`src/sv/eaat_pkg.sv`:
```
package eaat_pkg;

   localparam int NUM_SLOTS = 16;
   localparam int SLOT_W    = $clog2(NUM_SLOTS);
   localparam int HANDLE_W  = 4;
   localparam int BLK_W     = 32;

   localparam logic [1:0] CMD_OPEN  = 2'd0;
   localparam logic [1:0] CMD_XLATE = 2'd1;
   localparam logic [1:0] CMD_QUERY = 2'd2;

   localparam logic [2:0] ST_OK       = 3'd0;
   localparam logic [2:0] ST_NO_SPACE = 3'd1;
   localparam logic [2:0] ST_NO_HDL   = 3'd2;
   localparam logic [2:0] ST_RANGE    = 3'd3;
   localparam logic [2:0] ST_EMPTY    = 3'd4;

   typedef struct packed {
      logic [1:0]          cmd;
      logic [BLK_W-1:0]    alloc_blocks;
      logic [HANDLE_W-1:0] client_handle;
      logic [BLK_W-1:0]    block_offset;
      logic [BLK_W-1:0]    block_count;
   } req_type;

   typedef struct packed {
      logic [2:0]          status;
      logic [HANDLE_W-1:0] handle_out;
      logic [BLK_W-1:0]    phys_base;
      logic [BLK_W-1:0]    extent_len;
      logic [BLK_W-1:0]    free_blocks;
   } rsp_type;

   typedef struct packed {
      logic              found;
      logic [SLOT_W-1:0] slot;
   } pick_type;

   typedef struct packed {
      logic              commit;
      logic [SLOT_W-1:0] slot;
      logic [BLK_W-1:0]  base;
      logic [BLK_W-1:0]  length;
   } slot_wr_type;

   typedef struct packed {
      logic             used;
      logic [BLK_W-1:0] base;
      logic [BLK_W-1:0] length;
   } slot_rd_type;

endpackage

```
`src/sv/eaat_pick.sv`:
```
module eaat_pick (
   input  logic [eaat_pkg::NUM_SLOTS-1:0] used,
   input  logic [eaat_pkg::SLOT_W-1:0]    hint,
   output eaat_pkg::pick_type             pick
);
   import eaat_pkg::*;

   logic [SLOT_W-1:0] first;
   logic              any_free;
   logic              hint_free;

   always_comb begin
      first    = '0;
      any_free = 1'b0;
      for (int i = NUM_SLOTS - 1; i >= 0; i--) begin
         if (!used[i]) begin
            first    = SLOT_W'(i);
            any_free = 1'b1;
         end
      end
   end

   assign hint_free  = !used[hint];
   assign pick.found = hint_free || any_free;
   assign pick.slot  = hint_free ? hint : first;

endmodule

```
`src/sv/eaat_table.sv`:
```
module eaat_table (
   input  logic                          clock,
   input  logic                          reset,
   input  logic [eaat_pkg::SLOT_W-1:0]   rd_slot,
   output eaat_pkg::slot_rd_type         rd,
   output eaat_pkg::pick_type            pick,
   input  eaat_pkg::slot_wr_type         wr
);
   import eaat_pkg::*;

   logic [NUM_SLOTS-1:0] used_ff, used_in;
   logic [SLOT_W-1:0]    hint_ff, hint_in;
   logic [BLK_W-1:0]     base_ff [NUM_SLOTS];
   logic [BLK_W-1:0]     len_ff  [NUM_SLOTS];

   eaat_pick u_pick (
      .used (used_ff),
      .hint (hint_ff),
      .pick (pick)
   );

   always_comb begin
      used_in = used_ff;
      hint_in = hint_ff;
      if (wr.commit) begin
         used_in[wr.slot] = 1'b1;
         hint_in = (wr.slot == SLOT_W'(NUM_SLOTS - 1)) ? '0 : wr.slot + 1'b1;
      end
   end

   always_ff @(posedge clock) begin
      if (reset) begin
         used_ff <= '0;
         hint_ff <= '0;
      end else begin
         used_ff <= used_in;
         hint_ff <= hint_in;
      end
   end

   always_ff @(posedge clock) begin
      if (wr.commit) begin
         base_ff[wr.slot] <= wr.base;
         len_ff[wr.slot]  <= wr.length;
      end
   end

   assign rd.used   = used_ff[rd_slot];
   assign rd.base   = base_ff[rd_slot];
   assign rd.length = len_ff[rd_slot];

   a_commit_marks_used: assert property (@(posedge clock) disable iff (reset)
      wr.commit |=> used_ff[$past(wr.slot)])
      else $error("committed slot not marked used");

   a_commit_moves_hint: assert property (@(posedge clock) disable iff (reset)
      wr.commit && (wr.slot != SLOT_W'(NUM_SLOTS - 1)) |=> hint_ff == $past(wr.slot) + 1'b1)
      else $error("hint did not follow committed slot");

endmodule

```
`src/sv/extent_allocate_and_translate_top.sv`:
```
// An accepted request beat is held in the request register, its response beat
// in the response register. Throughput: one request per cycle unless rsp_ready
// stalls; the slot search, bound checks and pointer bump settle between them.
// Reset (synchronous, active high) clears the partition size, free pointer,
// handle hint, slot in-use bits and both valid registers.
module extent_allocate_and_translate_top (
   input  logic                        clock,
   input  logic                        reset,
   input  logic                        req_valid,
   output logic                        req_ready,
   input  eaat_pkg::req_type           req_data,
   output logic                        rsp_valid,
   input  logic                        rsp_ready,
   output eaat_pkg::rsp_type           rsp_data,
   input  logic                        csr_wr_en,
   input  logic [eaat_pkg::BLK_W-1:0]  csr_wr_data
);
   import eaat_pkg::*;

   logic                in_valid_ff, in_valid_in;
   req_type             in_data_ff, in_data_in;
   logic                rsp_valid_ff, rsp_valid_in;
   rsp_type             rsp_data_ff, rsp_data_in;
   logic [BLK_W-1:0]    part_ff, part_in;
   logic [BLK_W-1:0]    next_free_ff, next_free_in;

   logic                adv;
   logic [BLK_W-1:0]    left;
   logic                handle_ok;
   logic [BLK_W:0]      span;
   rsp_type             res;
   slot_wr_type         wr;
   slot_rd_type         rd;
   pick_type            pick;

   eaat_table u_table (
      .clock   (clock),
      .reset   (reset),
      .rd_slot (SLOT_W'(in_data_ff.client_handle)),
      .rd      (rd),
      .pick    (pick),
      .wr      (wr)
   );

   assign adv       = in_valid_ff && (!rsp_valid_ff || rsp_ready);
   assign req_ready = !in_valid_ff || adv;

   assign left      = (part_ff > next_free_ff) ? part_ff - next_free_ff : '0;
   assign handle_ok = 32'(in_data_ff.client_handle) < 32'(NUM_SLOTS);
   assign span      = {1'b0, in_data_ff.block_offset} + {1'b0, in_data_ff.block_count};

   always_comb begin
      res             = '0;
      res.status      = ST_OK;
      res.free_blocks = left;
      wr              = '0;
      case (in_data_ff.cmd)
         CMD_OPEN: begin
            if (left == '0 || in_data_ff.alloc_blocks > left) begin
               res.status = ST_NO_SPACE;
            end else if (!pick.found) begin
               res.status = ST_NO_HDL;
            end else begin
               res.handle_out  = HANDLE_W'(pick.slot);
               res.phys_base   = next_free_ff;
               res.extent_len  = in_data_ff.alloc_blocks;
               res.free_blocks = left - in_data_ff.alloc_blocks;
               wr.commit       = adv;
               wr.slot         = pick.slot;
               wr.base         = next_free_ff;
               wr.length       = in_data_ff.alloc_blocks;
            end
         end
         CMD_XLATE: begin
            if (!handle_ok || !rd.used) begin
               res.status = ST_EMPTY;
            end else if (span > {1'b0, rd.length}) begin
               res.status = ST_RANGE;
            end else begin
               res.phys_base  = rd.base + in_data_ff.block_offset;
               res.extent_len = in_data_ff.block_count;
            end
         end
         default: begin
         end
      endcase
   end

   always_comb begin
      in_valid_in  = in_valid_ff;
      in_data_in   = in_data_ff;
      rsp_valid_in = rsp_valid_ff;
      rsp_data_in  = rsp_data_ff;
      if (rsp_valid_ff && rsp_ready) begin
         rsp_valid_in = 1'b0;
      end
      if (adv) begin
         in_valid_in  = 1'b0;
         rsp_valid_in = 1'b1;
         rsp_data_in  = res;
      end
      if (req_valid && req_ready) begin
         in_valid_in = 1'b1;
         in_data_in  = req_data;
      end
      part_in      = csr_wr_en ? csr_wr_data : part_ff;
      next_free_in = wr.commit ? next_free_ff + in_data_ff.alloc_blocks : next_free_ff;
   end

   always_ff @(posedge clock) begin
      if (reset) begin
         in_valid_ff  <= 1'b0;
         rsp_valid_ff <= 1'b0;
         part_ff      <= '0;
         next_free_ff <= '0;
      end else begin
         in_valid_ff  <= in_valid_in;
         rsp_valid_ff <= rsp_valid_in;
         part_ff      <= part_in;
         next_free_ff <= next_free_in;
      end
   end

   always_ff @(posedge clock) begin
      in_data_ff  <= in_data_in;
      rsp_data_ff <= rsp_data_in;
   end

   assign rsp_valid = rsp_valid_ff;
   assign rsp_data  = rsp_data_ff;

   a_pointer_monotonic: assert property (@(posedge clock) disable iff (reset)
      $past(!reset) |-> next_free_ff >= $past(next_free_ff))
      else $error("free pointer moved backward");

   a_commit_reports_ok: assert property (@(posedge clock) disable iff (reset)
      wr.commit |=> rsp_valid_ff && rsp_data_ff.status == ST_OK)
      else $error("slot committed without ok response");

   a_commit_needs_slot: assert property (@(posedge clock) disable iff (reset)
      wr.commit |-> pick.found && adv && in_data_ff.cmd == CMD_OPEN)
      else $error("commit without a free slot");

   a_stalled_beat_holds: assert property (@(posedge clock) disable iff (reset)
      in_valid_ff && !adv |=> in_valid_ff && in_data_ff == $past(in_data_ff))
      else $error("held request beat lost");

endmodule
```
`config.mk`:
```
export PLATFORM = sky130hd
export DESIGN_NAME = extent_allocate_and_translate_top
export DESIGN_NICKNAME = d
export VERILOG_FILES = /design/src/sv/eaat_pkg.sv /design/src/sv/eaat_pick.sv /design/src/sv/eaat_table.sv /design/src/sv/extent_allocate_and_translate_top.sv
export SDC_FILE = /design/constraint.sdc
export NUM_CORES = 2
export LEC_CHECK = 0
export ABC_AREA = 1
export BUFFER_PORTS_ARGS = -buffer_cell sky130_fd_sc_hd__buf_2
export CAP_MARGIN = 10
export CORE_ASPECT_RATIO = 0.5
export CORE_UTILIZATION = 50
export CTS_CLUSTER_DIAMETER = 200
export DETAILED_ROUTE_END_ITERATION = 16
export GPL_TIMING_DRIVEN = 0
export PLACE_DENSITY = 0.69
export SYNTH_ARGS = -nofsm -noshare
export SYNTH_HDL_FRONTEND = slang
export SYNTH_HIERARCHICAL = 1
export SYNTH_SLANG_ARGS = --single-unit
```
`constraint.sdc`:
```
create_clock -name clock -period 7.26 [get_ports clock]
set_input_delay 1.452 -clock clock [delete_from_list [all_inputs] [get_ports clock]]
set_output_delay 1.452 -clock clock [all_outputs]
set_load 0.02 [all_outputs]
```
==> results.cfg <==
[pwr]
seq_power_share_pct = 48.1
p_leak_nw = 32.96
share_comb_of_total_power_pct = 16.7
clockPowerShare_pct = 35.3
intPower_mw = 12.55
swShare_pct = 28.58
ir_drop_mv = 0.2388
total_power_mw = 17.57
p_sw_mw = 5.021
power_density_nw_per_um2 = 236.2

[final_layout]
stdcell_area_um2 = 74390
layout_common_cells = nand2_1 (2,036), edfxtp_1 (1,229), inv_1 (1,183)
drive_gt1_share_pct = 10.33
layout.nets = 7866
final_core_util_pct = 57.44
final_common_cell = nand2_1
synthToLayoutAreaGrowth_pct = 13.29

[setup_path]
worst-r2r-cell-count = 33
reg2reg_slack_ps = 340
cpMostUsedCell = nand2_1
critPathKind = reg2reg
worst_ep_required_time_ps = 7720
start_kind = flip-flop
crit_slowest_cell = dfxtp_1
critPathMaxStageDelay_ps = 530
critPathMaxFanout = 26
end_kind = flip-flop
worstPathArrival_ps = 7370
critPathLaunch = next_free_ff[11]
r2r_end = u_table/base_ff[1][16]
rr_startpoint = next_free_ff[11]

[floorplanning]
io_pins = 244
die-width_um = 514.5
placementRows = 93
start_util_pct = 50.70
coreArea_um2 = 129500
die_area_um2 = 132900
fp.dieH_um = 258.2

[sta]
rsz0062_at_grt = no
hold_violations = 0
period_minus_slack_ps = 6916
finClkSkew_ps = 57.68
finalSetupViolations = 0
fin_crit_sh_pct = 95.26
worst_pin_slew_ps = 1393
max_freq_mhz = 144.6
tns_ps = 0
slew_violations = 0
relSlewSlack_pct = 6.787

[clocking]
clock_latency_ps = 770
cts-buffers-inserted = 113
cts_hold_buffers = 0
ctsRootBufferMaster = clkbuf_16
htreeDepth = 3
path_clk_slew_ps = 70
cts.sinks = 1315
cts_tree = built
clock_path_buffers = 3

[logic_synthesis]
synth_nets = 7419
avgSynthCellArea_um2 = 9.273
ys_ff_latch = 1315
synthArstFlopShare_pct = 0
yosysWarnings = 6
netlist_instances = 7081
synth_flop_cell = edfxtp_1
synthDistinctLibCells = 57
synth_area_um2 = 65660
yosysSeqAreaShare_pct = 58.83
synth_edf_count = 1229

[placement]
portBuffers = 242
dp_hpwl_um = 166300
gp_congestion = 0.9848
dpl-instance-area_um2 = 70040

[worst_hold_path]
hp-class = reg2reg
hold_end = part_ff[0]
min_from = part_ff[0]
hold_depth = 2

[global_routing]
antenna_found_initial = 16
grt_start_max_net_pins = 63
grt_pass1_vias = 47340
overflow = 0
grt_pass1_wl_um = 318500
grt_use_total_pct = 33.44

[detailed_routing]
drt_wl_total_um = 226200
drt_first_pass_iters = 9
final_antenna_net_count = 0
vias_per_cell = 5.545
drc = 0
dr_wl_met3_um = 32060
top_layer = met5
drt_iter0_drc = 7212
wl_met1_um = 88850
vias = 52040
wl_per_cell_um = 24.10
dr_wl_met2_um = 95860

[status]
outcome = complete, no violations

[flow_run]
max_cap_viol_count = 0
[critical path: cells and delay by family, from the launching register on]
family / cells / cell delay (ps)
AND/OR/NAND/NOR: 18 / 2650
adder cells (fa/ha/maj): 4 / 1290
buffers and inverters: 8 / 1480
flip-flops: 1 / 530
AO/OA/AOI/OAI: 3 / 640
[stage by stage]
stage	setup WS, ps	hold WS [ps]	cells
floorplan	-623.7	439.3	7081
global placement	-5195	449.8	9080
detailed placement	-1065	456.7	9122
CTS	18.36	466.7	9337
global route	20.06	525.7	9376
finish	344.2	473.3	9385
[synthesized netlist by cell type (38+ instances only)]
library cell | count | area [µm²]
buf_4 | 42 | 315.3
clkbuf_1 | 62 | 232.7
nand2_1 | 2038 | 7650
a21oi_1 | 240 | 1201
xnor2_1 | 38 | 332.8
o21ai_0 | 163 | 815.8
o21ai_1 | 67 | 335.3
ha_1 | 194 | 2427
buf_6 | 42 | 473.0
edfxtp_1 | 1229 | 36910
inv_1 | 1202 | 4512
nor2_1 | 367 | 1378
nand3_1 | 887 | 4439
buf_2 | 113 | 565.5
xor2_1 | 71 | 621.9
dfxtp_1 | 86 | 1722
[state kept, by name, indices dropped and copies added, names as in the netlist]
register / count
u_table/base_ff: 512
u_table/len_ff: 512
rsp_data: 103
in_data_ff: 102
next_free_ff: 32
part_ff: 32
u_table/used_ff: 16
u_table/hint_ff: 4
in_valid_ff: 1
rsp_valid: 1
[cells by family after synthesis]
| family | Yosys count | synth area share (%) |
|---|---|---|
| xor+xnor | 109 | 1.454 |
| simple gates | 3402 | 21.65 |
| fa+ha+maj | 199 | 3.849 |
| buf+inv | 1486 | 9.461 |
| compound gates | 570 | 4.754 |
| flops | 1315 | 58.83 |
[per-layer routing]
metal	track usage [%]	vias up
met5	0	-
met4	12.69	4
met3	10.30	435
met2	49.42	3084
met1	46.25	24500
li1	-	24020
[worst max-delay path by stage]
| stage | endpoint | slack, ps | cells after the start |
|---|---|---|---|
| 2_1_floorplan | u_table/base_ff[13][0] | -620 | 33 |
| 3_3_place_gp | u_table/base_ff[14][15] | -5200 | 33 |
| 3_5_place_dp | u_table/base_ff[0][10] | -1070 | 36 |
| 4_1_cts | u_table/base_ff[1][16] | 20 | 32 |
| 5_1_grt | u_table/base_ff[6][5] | 20 | 33 |
| 6_report | u_table/base_ff[1][16] | 340 | 33 |
[layout make-up]
type,instances,area [µm²]
Timing Repair Buffer,333,2499
Buffer,271,1650
Fill cell,11090,55120
Tap cell,1757,2198
Sequential cell,1315,38640
Clock buffer,137,3004
Antenna cell,9,22.52
Inverter,1212,4747
Multi-Input combinational cell,4282,20920
Clock inverter,69,708.2
[power by group through the flow]
stage	Sequential [mW]	Combinational, mW	Clock [mW]
2_1_floorplan	8.61	1.74	0
3_3_place_gp	8.62	2.80	0
3_5_place_dp	8.61	2.82	0
4_1_cts	8.44	2.84	6.21
5_1_grt	8.44	3.15	6.51
6_report	8.44	2.93	6.20
[repair_timing]
item / 4_1_cts / 5_1_grt
endpoints found under the setup margin: 1031 / 958
cloned: 2 / 1
setup buffers: 9 / 32
pin swaps: 4 / 5
endpoints found under the hold margin: 0 / 0
resized for setup: 17 / 44
No activity file was read; power rests on OpenSTA's default activity.
